--- src/design/rvid_pkg.sv ---
package rvid_pkg;

	// major opcodes
	localparam logic [6:0] OPC_LUI     = 7'h37;
	localparam logic [6:0] OPC_AUIPC   = 7'h17;
	localparam logic [6:0] OPC_JAL     = 7'h6F;
	localparam logic [6:0] OPC_JALR    = 7'h67;
	localparam logic [6:0] OPC_BRANCH  = 7'h63;
	localparam logic [6:0] OPC_LOAD    = 7'h03;
	localparam logic [6:0] OPC_STORE   = 7'h23;
	localparam logic [6:0] OPC_OPIMM   = 7'h13;
	localparam logic [6:0] OPC_OP      = 7'h33;
	localparam logic [6:0] OPC_MISCMEM = 7'h0F;
	localparam logic [6:0] OPC_SYSTEM  = 7'h73;

	localparam logic [6:0]  F7_BASE   = 7'h00;
	localparam logic [6:0]  F7_ALT    = 7'h20;
	localparam logic [31:0] WORD_ECALL  = 32'h0000_0073;
	localparam logic [31:0] WORD_EBREAK = 32'h0010_0073;

	typedef enum logic [2:0] {
		FMT_NONE = 3'd0,
		FMT_R    = 3'd1,
		FMT_I    = 3'd2,
		FMT_S    = 3'd3,
		FMT_B    = 3'd4,
		FMT_U    = 3'd5,
		FMT_J    = 3'd6
	} fmt_t;

	typedef logic [5:0] op_t;

	localparam op_t OP_NONE    = 6'd0;
	localparam op_t OP_LUI     = 6'd1;
	localparam op_t OP_AUIPC   = 6'd2;
	localparam op_t OP_JAL     = 6'd3;
	localparam op_t OP_JALR    = 6'd4;
	localparam op_t OP_BEQ     = 6'd5;
	localparam op_t OP_BNE     = 6'd6;
	localparam op_t OP_BLT     = 6'd7;
	localparam op_t OP_BGE     = 6'd8;
	localparam op_t OP_BLTU    = 6'd9;
	localparam op_t OP_BGEU    = 6'd10;
	localparam op_t OP_LB      = 6'd11;
	localparam op_t OP_LH      = 6'd12;
	localparam op_t OP_LW      = 6'd13;
	localparam op_t OP_LBU     = 6'd14;
	localparam op_t OP_LHU     = 6'd15;
	localparam op_t OP_SB      = 6'd16;
	localparam op_t OP_SH      = 6'd17;
	localparam op_t OP_SW      = 6'd18;
	localparam op_t OP_ADDI    = 6'd19;
	localparam op_t OP_SLTI    = 6'd20;
	localparam op_t OP_SLTIU   = 6'd21;
	localparam op_t OP_XORI    = 6'd22;
	localparam op_t OP_ORI     = 6'd23;
	localparam op_t OP_ANDI    = 6'd24;
	localparam op_t OP_SLLI    = 6'd25;
	localparam op_t OP_SRLI    = 6'd26;
	localparam op_t OP_SRAI    = 6'd27;
	localparam op_t OP_ADD     = 6'd28;
	localparam op_t OP_SUB     = 6'd29;
	localparam op_t OP_SLL     = 6'd30;
	localparam op_t OP_SLT     = 6'd31;
	localparam op_t OP_SLTU    = 6'd32;
	localparam op_t OP_XOR     = 6'd33;
	localparam op_t OP_SRL     = 6'd34;
	localparam op_t OP_SRA     = 6'd35;
	localparam op_t OP_OR      = 6'd36;
	localparam op_t OP_AND     = 6'd37;
	localparam op_t OP_FENCE   = 6'd38;
	localparam op_t OP_FENCE_I = 6'd39;
	localparam op_t OP_ECALL   = 6'd40;
	localparam op_t OP_EBREAK  = 6'd41;
	localparam op_t OP_CSRRW   = 6'd42;
	localparam op_t OP_CSRRS   = 6'd43;
	localparam op_t OP_CSRRC   = 6'd44;
	localparam op_t OP_CSRRWI  = 6'd45;
	localparam op_t OP_CSRRSI  = 6'd46;
	localparam op_t OP_CSRRCI  = 6'd47;

	typedef enum logic [3:0] {
		IMM_ZERO,
		IMM_I,
		IMM_S,
		IMM_B,
		IMM_U,
		IMM_J,
		IMM_SHAMT,
		IMM_CSR,
		IMM_ONE
	} imm_sel_t;

	// decoded control for one word, immediate still unbuilt
	typedef struct packed {
		logic       ok;
		fmt_t       fmt;
		op_t        op;
		logic [4:0] rd;
		logic [4:0] rs1;
		logic [4:0] rs2;
		logic [2:0] f3;
		logic [6:0] f7;
		imm_sel_t   imm_sel;
	} dec_t;

	function automatic op_t branch_op(input logic [2:0] f3);
		op_t r;
		unique case (f3)
			3'd0: r = OP_BEQ;
			3'd1: r = OP_BNE;
			3'd4: r = OP_BLT;
			3'd5: r = OP_BGE;
			3'd6: r = OP_BLTU;
			3'd7: r = OP_BGEU;
			default: r = OP_NONE;
		endcase
		return r;
	endfunction

	function automatic op_t load_op(input logic [2:0] f3);
		op_t r;
		unique case (f3)
			3'd0: r = OP_LB;
			3'd1: r = OP_LH;
			3'd2: r = OP_LW;
			3'd4: r = OP_LBU;
			3'd5: r = OP_LHU;
			default: r = OP_NONE;
		endcase
		return r;
	endfunction

	function automatic op_t store_op(input logic [2:0] f3);
		op_t r;
		unique case (f3)
			3'd0: r = OP_SB;
			3'd1: r = OP_SH;
			3'd2: r = OP_SW;
			default: r = OP_NONE;
		endcase
		return r;
	endfunction

	// non-shift immediate ALU ops
	function automatic op_t opimm_op(input logic [2:0] f3);
		op_t r;
		unique case (f3)
			3'd0: r = OP_ADDI;
			3'd2: r = OP_SLTI;
			3'd3: r = OP_SLTIU;
			3'd4: r = OP_XORI;
			3'd6: r = OP_ORI;
			3'd7: r = OP_ANDI;
			default: r = OP_NONE;
		endcase
		return r;
	endfunction

	function automatic op_t alu_op(input logic [2:0] f3);
		op_t r;
		unique case (f3)
			3'd0: r = OP_ADD;
			3'd1: r = OP_SLL;
			3'd2: r = OP_SLT;
			3'd3: r = OP_SLTU;
			3'd4: r = OP_XOR;
			3'd5: r = OP_SRL;
			3'd6: r = OP_OR;
			default: r = OP_AND;
		endcase
		return r;
	endfunction

	function automatic op_t csr_op(input logic [2:0] f3);
		op_t r;
		unique case (f3)
			3'd1: r = OP_CSRRW;
			3'd2: r = OP_CSRRS;
			3'd3: r = OP_CSRRC;
			3'd5: r = OP_CSRRWI;
			3'd6: r = OP_CSRRSI;
			3'd7: r = OP_CSRRCI;
			default: r = OP_NONE;
		endcase
		return r;
	endfunction

endpackage

--- src/design/rv32i_instruction_decoder_unit.sv ---
// RV32I instruction decoder. Pulse start with a word on instr_word; busy is
// never raised, so a word may be issued in every cycle. Each accepted word
// gives exactly one result through the input register and then the result
// register, shown for one cycle with done high; the receiver cannot stall,
// so it must take the word in that cycle. Throughput is one word per clock;
// results come out in issue order. Words that are not a supported RV32I
// encoding come back with decode_ok low and every other field zero.
module rv32i_instruction_decoder_unit (
	input  logic        clk,
	input  logic        arst_n,
	input  logic        start,
	output logic        busy,
	input  logic [31:0] instr_word,
	output logic        done,
	output logic        decode_ok,
	output logic [2:0]  format_code,
	output logic [5:0]  op_code,
	output logic [4:0]  dest_reg,
	output logic [4:0]  src1_reg,
	output logic [4:0]  src2_reg,
	output logic [2:0]  funct3_field,
	output logic [6:0]  funct7_field,
	output logic signed [31:0] immediate
);
	import rvid_pkg::*;

	// stage 1: captured word
	logic        valid_s1;
	logic [31:0] word_s1;

	// stage 2: result register
	logic        valid_s2;
	dec_t        dec_s2;
	logic [31:0] imm_s2;

	dec_t        dec;
	logic [31:0] imm;

	// pipeline never stalls: the result side cannot push back
	assign busy = 1'b0;

	always_ff @(posedge clk or negedge arst_n) begin
		if (!arst_n) begin
			valid_s1 <= 1'b0;
			valid_s2 <= 1'b0;
		end else begin
			valid_s1 <= start & ~busy;
			valid_s2 <= valid_s1;
		end
	end

	// payload needs no reset
	always_ff @(posedge clk) begin
		if (start & ~busy) begin
			word_s1 <= instr_word;
		end
		if (valid_s1) begin
			dec_s2 <= dec;
			imm_s2 <= imm;
		end
	end

	rvid_decode u_decode (
		.word (word_s1),
		.dec  (dec)
	);

	// decode already forces IMM_ZERO on unsupported words
	rvid_imm_gen u_imm_gen (
		.word (word_s1),
		.sel  (dec.imm_sel),
		.imm  (imm)
	);

	assign done         = valid_s2;
	assign decode_ok    = dec_s2.ok;
	assign format_code  = dec_s2.fmt;
	assign op_code      = dec_s2.op;
	assign dest_reg     = dec_s2.rd;
	assign src1_reg     = dec_s2.rs1;
	assign src2_reg     = dec_s2.rs2;
	assign funct3_field = dec_s2.f3;
	assign funct7_field = dec_s2.f7;
	assign immediate    = imm_s2;

endmodule

--- src/design/rvid_decode.sv ---
// Opcode/funct classification and register field selection.
module rvid_decode (
	input  logic [31:0]   word,
	output rvid_pkg::dec_t dec
);
	import rvid_pkg::*;

	logic [6:0] opc;
	logic [4:0] rd, rs1, rs2;
	logic [2:0] f3;
	logic [6:0] f7;
	dec_t       raw;

	assign opc = word[6:0];
	assign rd  = word[11:7];
	assign f3  = word[14:12];
	assign rs1 = word[19:15];
	assign rs2 = word[24:20];
	assign f7  = word[31:25];

	always_comb begin
		raw = '0;
		raw.fmt = FMT_NONE;
		raw.op = OP_NONE;
		raw.imm_sel = IMM_ZERO;
		unique case (opc)
			OPC_LUI, OPC_AUIPC: begin
				raw.fmt = FMT_U;
				raw.op = (opc == OPC_LUI) ? OP_LUI : OP_AUIPC;
				raw.rd = rd;
				raw.imm_sel = IMM_U;
			end
			OPC_JAL: begin
				raw.fmt = FMT_J;
				raw.op = OP_JAL;
				raw.rd = rd;
				raw.imm_sel = IMM_J;
			end
			OPC_JALR: begin
				if (f3 == 3'd0) begin
					raw.fmt = FMT_I;
					raw.op = OP_JALR;
					raw.rd = rd;
					raw.rs1 = rs1;
					raw.imm_sel = IMM_I;
				end
			end
			OPC_BRANCH: begin
				raw.fmt = FMT_B;
				raw.op = branch_op(f3);
				raw.rs1 = rs1;
				raw.rs2 = rs2;
				raw.f3 = f3;
				raw.imm_sel = IMM_B;
			end
			OPC_LOAD: begin
				raw.fmt = FMT_I;
				raw.op = load_op(f3);
				raw.rd = rd;
				raw.rs1 = rs1;
				raw.f3 = f3;
				raw.imm_sel = IMM_I;
			end
			OPC_STORE: begin
				// rd slot holds imm[4:0] and is passed on as extracted
				raw.fmt = FMT_S;
				raw.op = store_op(f3);
				raw.rd = rd;
				raw.rs1 = rs1;
				raw.rs2 = rs2;
				raw.f3 = f3;
				raw.imm_sel = IMM_S;
			end
			OPC_OPIMM: begin
				raw.fmt = FMT_I;
				raw.rd = rd;
				raw.rs1 = rs1;
				raw.f3 = f3;
				if (f3 == 3'd1) begin
					raw.op = (f7 == F7_BASE) ? OP_SLLI : OP_NONE;
					raw.f7 = f7;
					raw.imm_sel = IMM_SHAMT;
				end else if (f3 == 3'd5) begin
					raw.op = (f7 == F7_BASE) ? OP_SRLI :
						((f7 == F7_ALT) ? OP_SRAI : OP_NONE);
					raw.f7 = f7;
					raw.imm_sel = IMM_SHAMT;
				end else begin
					raw.op = opimm_op(f3);
					raw.imm_sel = IMM_I;
				end
			end
			OPC_OP: begin
				raw.fmt = FMT_R;
				raw.rd = rd;
				raw.rs1 = rs1;
				raw.rs2 = rs2;
				raw.f3 = f3;
				raw.f7 = f7;
				if (f7 == F7_BASE) begin
					raw.op = alu_op(f3);
				end else if (f7 == F7_ALT) begin
					raw.op = (f3 == 3'd0) ? OP_SUB : ((f3 == 3'd5) ? OP_SRA : OP_NONE);
				end
			end
			OPC_MISCMEM: begin
				if (f3[2:1] == 2'b00) begin
					raw.fmt = FMT_I;
					raw.op = f3[0] ? OP_FENCE_I : OP_FENCE;
					raw.rd = rd;
					raw.rs1 = rs1;
					raw.f3 = f3;
				end
			end
			OPC_SYSTEM: begin
				raw.fmt = FMT_I;
				if (f3 == 3'd0) begin
					// only the two exact privileged words; register and funct fields stay zero
					if (word == WORD_ECALL) begin
						raw.op = OP_ECALL;
					end else if (word == WORD_EBREAK) begin
						raw.op = OP_EBREAK;
						raw.imm_sel = IMM_ONE;
					end
				end else begin
					raw.op = csr_op(f3);
					raw.rd = rd;
					raw.rs1 = rs1;
					raw.f3 = f3;
					raw.imm_sel = IMM_CSR;
				end
			end
			default: begin
				raw.op = OP_NONE;
			end
		endcase
	end

	// unsupported encodings give all zero
	always_comb begin
		if (raw.op != OP_NONE) begin
			dec = raw;
			dec.ok = 1'b1;
		end else begin
			dec = '0;
			dec.fmt = FMT_NONE;
			dec.imm_sel = IMM_ZERO;
		end
	end

endmodule

--- src/design/rvid_imm_gen.sv ---
// Immediate assembly per format.
module rvid_imm_gen (
	input  logic [31:0]       word,
	input  rvid_pkg::imm_sel_t sel,
	output logic [31:0]       imm
);
	import rvid_pkg::*;

	always_comb begin
		unique case (sel)
			IMM_I:     imm = {{20{word[31]}}, word[31:20]};
			IMM_S:     imm = {{20{word[31]}}, word[31:25], word[11:7]};
			IMM_B:     imm = {{19{word[31]}}, word[31], word[7], word[30:25], word[11:8], 1'b0};
			IMM_U:     imm = {word[31:12], 12'h000};
			IMM_J:     imm = {{11{word[31]}}, word[31], word[19:12], word[20], word[30:21], 1'b0};
			IMM_SHAMT: imm = {27'd0, word[24:20]};
			IMM_CSR:   imm = {20'd0, word[31:20]};
			IMM_ONE:   imm = 32'd1;
			default:   imm = 32'd0;
		endcase
	end

endmodule

--- config.mk ---
export PLATFORM = sky130hd
export DESIGN_NAME = rv32i_instruction_decoder_unit
export DESIGN_NICKNAME = d
export VERILOG_FILES = /design/src/design/rvid_pkg.sv /design/src/design/rv32i_instruction_decoder_unit.sv /design/src/design/rvid_decode.sv /design/src/design/rvid_imm_gen.sv
export SDC_FILE = /design/constraint.sdc
export NUM_CORES = 1
export LEC_CHECK = 0
export BUFFER_PORTS_ARGS = -buffer_cell sky130_fd_sc_hd__buf_2
export CAP_MARGIN = 20
export CORE_MARGIN = 1.5
export CORE_UTILIZATION = 45
export CTS_BUF_LIST = sky130_fd_sc_hd__clkbuf_4 sky130_fd_sc_hd__clkbuf_8 sky130_fd_sc_hd__clkbuf_16
export CTS_CLUSTER_DIAMETER = 40
export DETAILED_ROUTE_END_ITERATION = 6
export PLACE_DENSITY = 0.71
export SLEW_MARGIN = 5
export SYNTH_ARGS = -nofsm -noshare
export SYNTH_HDL_FRONTEND = slang
export SYNTH_SLANG_ARGS = --single-unit
--- constraint.sdc ---
create_clock -name clk -period 2.7 [get_ports clk]
set_clock_uncertainty 0.2 [all_clocks]
set_input_delay 0.81 -clock clk [delete_from_list [all_inputs] [get_ports clk]]
set_output_delay 0.81 -clock clk [all_outputs]
set_load 0.01 [all_outputs]
Word-level counts from Yosys, hierarchy flattened. Cells that the tools add are included.

Input port bits: 35. Logic and storage cells: 93. Output and inout bits: 69. Bits in registers: 101.

Reduce and logical (&&, ||, !) cells: 10. Eq/ne operators: 29. Mux-type cells: 42.

Operators by type and width (count): $pmux W32 S8 (1); $mux W6 (10); $pmux W6 S10 (1); $pmux W6 S7 (1); $pmux W5 S4 (2); $mux W39 (1); $mux W18 (2); $pmux W6 S6 (1); $eq A32 B21 Y1 const B (1); $eq A32 B7 Y1 const B (1); $pmux W4 S8 (1); $pmux W5 S6 (1); $eq A7 B6 Y1 const B (4); $eq A7 B7 Y1 const B (4); $pmux W3 S8 (1); $pmux W4 S6 (1); $pmux W4 S5 (1); $eq A4 B3 Y1 const B (4); $mux W5 (3); $pmux W5 S3 (1); $eq A7 B5 Y1 const B (2); $pmux W7 S2 (1); $eq A3 B3 Y1 const B (4); $mux W4 (3); 23 further kinds (29).

Depth between registers and ports, before layout.
Word-level depth: 10. Gate-level depth with buffers: 12. Mapped depth without buffers: 8.

Modules after synthesis. Synthesis repeated with hierarchy kept, for this count alone.

Cell total of the unflattened synthesis: 406. Area, all modules: 4875.9 µm².

Modules (own cells, without submodules): rv32i_instruction_decoder_unit (cells each 103, seq. area each 3022.9 µm², times used 1, area each 3034.2 µm²); rvid_decode (cells each 223, seq. area each 0.0 µm², times used 1, area each 1338.8 µm²); rvid_imm_gen (cells each 80, seq. area each 0.0 µm², times used 1, area each 503.0 µm²).

Worst setup path before layout. OpenSTA, ideal clock, no wires.

Path type: reg2reg. Start point: register word_s1[29]. End point: register dec_s2 (netlist bit src2_reg[1]), data pin. Data arrival time: 2.258 ns. Library setup time: 0.255 ns. Path slack: -0.014 ns. Period minus slack after synthesis: 2.714 ns. Buffers on the path: 1. Cell stages (with the launch flop): 10. Required time: 2.245 ns. Path through: edfxtp_1 nor4_4 and4b_1 a2111oi_2 nor4_2 nand4_4 nor2_8 inv_4 buf_6 and3_1.

Cells in the longest elaborated chain, start to end: 8. Elaborated cells between the ends (all ways): 17. Classes of those cells: eq/ne (3); mux (11); reduce/logical (3).

Ends and longest elaborated chain: from (decl) (line rv32i_instruction_decoder_unit.sv:29) `logic [31:0] word_s1;`; from (signal assigned) (line rv32i_instruction_decoder_unit.sv:55) `word_s1 <= instr_word;`; $eq A7 B6 Y1 (line rvid_decode.sv:85, rvid_decode.sv:102); $mux W5 (line rvid_decode.sv:85) `((f7 == F7_ALT) ? OP_SRAI : OP_NONE);`; $mux W6 (line rvid_decode.sv:84) `raw.op = (f7 == F7_BASE) ? OP_SRLI :`; $mux W6 (line rvid_decode.sv:83) `end else if (f3 == 3'd5) begin`; $mux W6 (line rvid_decode.sv:79) `if (f3 == 3'd1) begin`; $pmux W6 S10 (*) (line rvid_decode.sv:26) `unique case (opc)`; $reduce_bool A6 Y1 (*) (line rvid_decode.sv:141) `if (raw.op != OP_NONE) begin`; $reduce_and A2 Y1 (no line) (*); to (signal assigned) (line rv32i_instruction_decoder_unit.sv:58) `dec_s2 <= dec;`; to (decl) (line rv32i_instruction_decoder_unit.sv:33) `dec_t dec_s2;`.

Every way passes the cells marked *; elsewhere a longest branch is shown, timed or not. A chain may end at the register's enable or synchronous reset.

Final worst setup path.
Start point: register word_s1[5]. End point: register dec_s2 (netlist bit src2_reg[0]), data pin.

Cells in the longest elaborated chain, start to end: 7. Elaborated cells between the ends (all ways): 22. Classes of those cells: eq/ne (13); mux (5); reduce/logical (4).

Ends and longest elaborated chain: $eq A32 B21 Y1 (line rvid_decode.sv:121) `end else if (word == WORD_EBREAK) begin`; $mux W6 (line rvid_decode.sv:121); $mux W6 (line rvid_decode.sv:119) `if (word == WORD_ECALL) begin`; $mux W6 (line rvid_decode.sv:117) `if (f3 == 3'd0) begin`; $pmux W6 S10 (line rvid_decode.sv:26); $reduce_bool A6 Y1 (line rvid_decode.sv:141); $reduce_and A2 Y1 (no line) (*).

Marks and branches as above.

==> summary.md <==
| Metric | Value |
|---|---|
| CTS tree | built |
| Routed Antenna Nets | 0 |
| RSZ-0062 raised after global routing | yes |
| Max FO, Critical Path | 12 |
| CTS root buf | clkbuf_8 |
| CP max stage cell | edfxtp_1 |
| DRT Pass-1 Iters | 5 |
| Worst skew pair latency | 0.36 ns |
| WS Path Type | flip-flop to flip-flop |
| Placed insts | 689 |
| Die area | 11450 µm² |
| Layout Utilization | 65.57% |
| H-tree levels | 3 |
| Final cell count without fillers | 739 |
| Leak | 2.988 nW |
| Req. time, crit path | 2.62 ns |
| Critical Path AT | 2.71 ns |
| Number of buffers added on ports | 102 |
| Crit path top cell by count | buf_4 |
| Clock Path Buffers | 2 |
| Initial DRC count | 279 |
| Violated checks | setup timing |
| EDFF count, synth | 99 |
| Clk slew on worst S/H paths | 0.11 ns |
| Rows | 37 |
| Clock Sink Count | 101 |
| Area Growth Syn to Fin | 40.37% |
| Largest net degree at the start of global routing | 55 |
| Pwr dens | 495.6 nW/µm² |
| CP Capture Type | flip-flop |
| Final Worst Setup Slack | -0.08761 ns |
| Post-synth ARST share | 1.980% |
| IO Count | 104 |
| Finish-stage setup viols | 51 |
| Hold depth | 1 |
| N_diodes | 0 |
| Wire per inst | 18.12 µm |
| Chip width | 107.0 µm |
| Worst path max stage delay | 0.48 ns |
| Distinct cells, synth | 67 |
| Maximum VDD drop | 0.3713 mV |
| Die Y | 107.0 µm |
| Vias post-DR | 4183 |
| Routability congestion estimate from global placement | 0.8563 |
| Cell count after synthesis | 389 |
| Tcrit/Tclk final | 103.2% |
| YS warnings | 0 |
| DRT Wirelength | 13390 µm |
| Total core area | 10420 µm² |
| Status | finished with violations |
| DRC Markers | 0 |
| Slew Viols, Final | 0 |
| Setup WS pre-CTS | -0.2137 ns |
| Final Hold Vio Count | 0 |
| Initial core utilization | 46.71% |
| Crit path time final | 2.788 ns |
| Cell family contributing the most delay on the critical path | simple AND/OR/NAND/NOR gates |
| HP Class | input port to flip-flop |
| Max Clock Freq | 0.3587 GHz |
| Sequential share of the synthesized area | 62.12% |
| FF+latch count, synth | 101 |
| Number of buffers created by CTS | 9 |
| R2R depth | 12 |
| Crit path depth | 12 |
| Primary FF master, synth | edfxtp_1 |
| Layout Nets | 633 |
| GRT Util Overall | 23.13% |
| Rel. slew slack | 51.62% |
| Placed wire-length estimate | 9422 µm |
| Vias in the first global route | 3788 |
| Cells along the critical path | buf_4 -> buf_6 -> buf_4 -> nor3b_1 -> nand3_1 -> o221ai_2 -> a211oi_2 -> nand4_4 -> buf_12 -> nor2_8 -> inv_8 -> and3_1 |
| Area after DPL | 6127 µm² |
| Max_cap viols | 0 |
| Vias/cell | 5.660 |
| Initial antenna violation count | 0 |
| Final instance area | 6830 µm² |
| Commonest non-fill, non-tap cells in the layout | buf_2 (103), buf_4 (100), edfxtp_1 (99), nand2_1 (38), nor2_1 (17) |
| Most common cell after layout, fill and taps aside | buf_2 |
| CP Buf/Inv Count | 5 |
| GRT overflow | 0 |
| Share of cells above drive strength 1 | 49.42% |
| Mapped Avg Cell Area | 12.51 µm² |
| CP Launch Type | flip-flop |
| First-pass GRT wire length | 19930 µm |
| Synthesized area | 4866 µm² |
| Worst Max-Slew Pin Slew | 0.7258 ns |
cell type report:
| type | instances | area [µm²] |
|---|---|---|
| clock buffer | 10 | 131.4 |
| clock inverter | 6 | 55.05 |
| fill | 818 | 3586 |
| inverter | 4 | 22.52 |
| multi-input combinational | 257 | 1861 |
| sequential | 101 | 3024 |
| tap | 136 | 170.2 |
| timing repair buffer | 224 | 1555 |
| timing repair inverter | 1 | 11.26 |
repair_timing:
item                                   in CTS  in global routing
resized for setup                          38                 43
pin swaps                                  21                 10
endpoints found under the hold margin       2                  0
hold buffers                                1                  0
setup endpoints to repair                  54                 55
cloned                                      2                  1
setup buffers                              19                 11
worst reg2reg max path: cells and delay by family (launching register included):
| family | cells | cell delay [ns] |
|---|---|---|
| DFF | 1 | 0.48 |
| AOI/OAI and AO/OA | 2 | 0.39 |
| buffers and inverters | 5 | 0.70 |
| and+or+nand+nor | 5 | 0.77 |
synth_stat cells (all sizes together), types with 8 or more instances:
library cell,count,area (µm²)
edfxtp,99,2973
nand2,40,150.1
o21ai,34,170.2
buf,24,151.4
nor2,20,91.34
a21oi,15,75.07
o311a,11,110.1
nand3,10,50.05
nor4,10,111.4
o211ai,10,93.84
clkbuf,9,33.78
and3,8,50.05
nand2b,8,50.05
per-stage QoR:
| step | hold WS [ns] | power (W) | TNS, ns |
|---|---|---|---|
| final | 0.4118 | 0.003385 | -2.033 |
| after global routing | 0.3945 | 0.003508 | -8.112 |
| after CTS | 0.4000 | 0.003358 | -1.165 |
| after detailed placement | 0.3944 | 0.002413 | -5.313 |
| after global placement | 0.3947 | 0.002412 | -5.037 |
| after floorplan | 0.3144 | 0.002146 | 0 |
report_power, final:
group | internal (W) | leakage [nW] | switching (W)
combinational | 0.000278 | 1.92 | 0.000313
sequential | 0.00183 | 0.973 | 0.0000557
clock | 0.000364 | 0.0904 | 0.000549
total | 0.00247 | 2.99 | 0.000917
cell families after synthesis:
kind of cell	Yosys count	synth area share, %
and+or+nand+nor	141	17.43
AOI/OAI and AO/OA	108	16.02
DFF	101	62.12
buffers and inverters	37	4.166
xor gates and xnor gates	1	0.1800
other	1	0.07707
worst paths after layout:
kind                                            start                        end  slack, ns
worst max-delay path             word_s1[5]$_DFFE_PP_  src2_reg[0]$_SDFFCE_PN0P_      -0.09
max in group asynchronous                      arst_n         valid_s1$_DFF_PN0_       1.64
min in group asynchronous                      arst_n         valid_s1$_DFF_PN0_       0.55
worst max register to register   word_s1[5]$_DFFE_PP_  src2_reg[0]$_SDFFCE_PN0P_      -0.09
worst min register to register  word_s1[15]$_DFFE_PP_    immediate[15]$_DFFE_PP_       0.42
worst min-delay path                   instr_word[19]      word_s1[19]$_DFFE_PP_       0.41
metal layers:
metal | track usage (%) | vias up | routed length, µm
met1 | 32.09 | 2053 | 5683
met5 | 0 | - | 0
met3 | 3.708 | 17 | 987
met4 | 6.952 | 0 | 183
li1 | - | 1930 | -
met2 | 37.59 | 183 | 6538
Note: power is estimated with default switching activity, not from simulation.
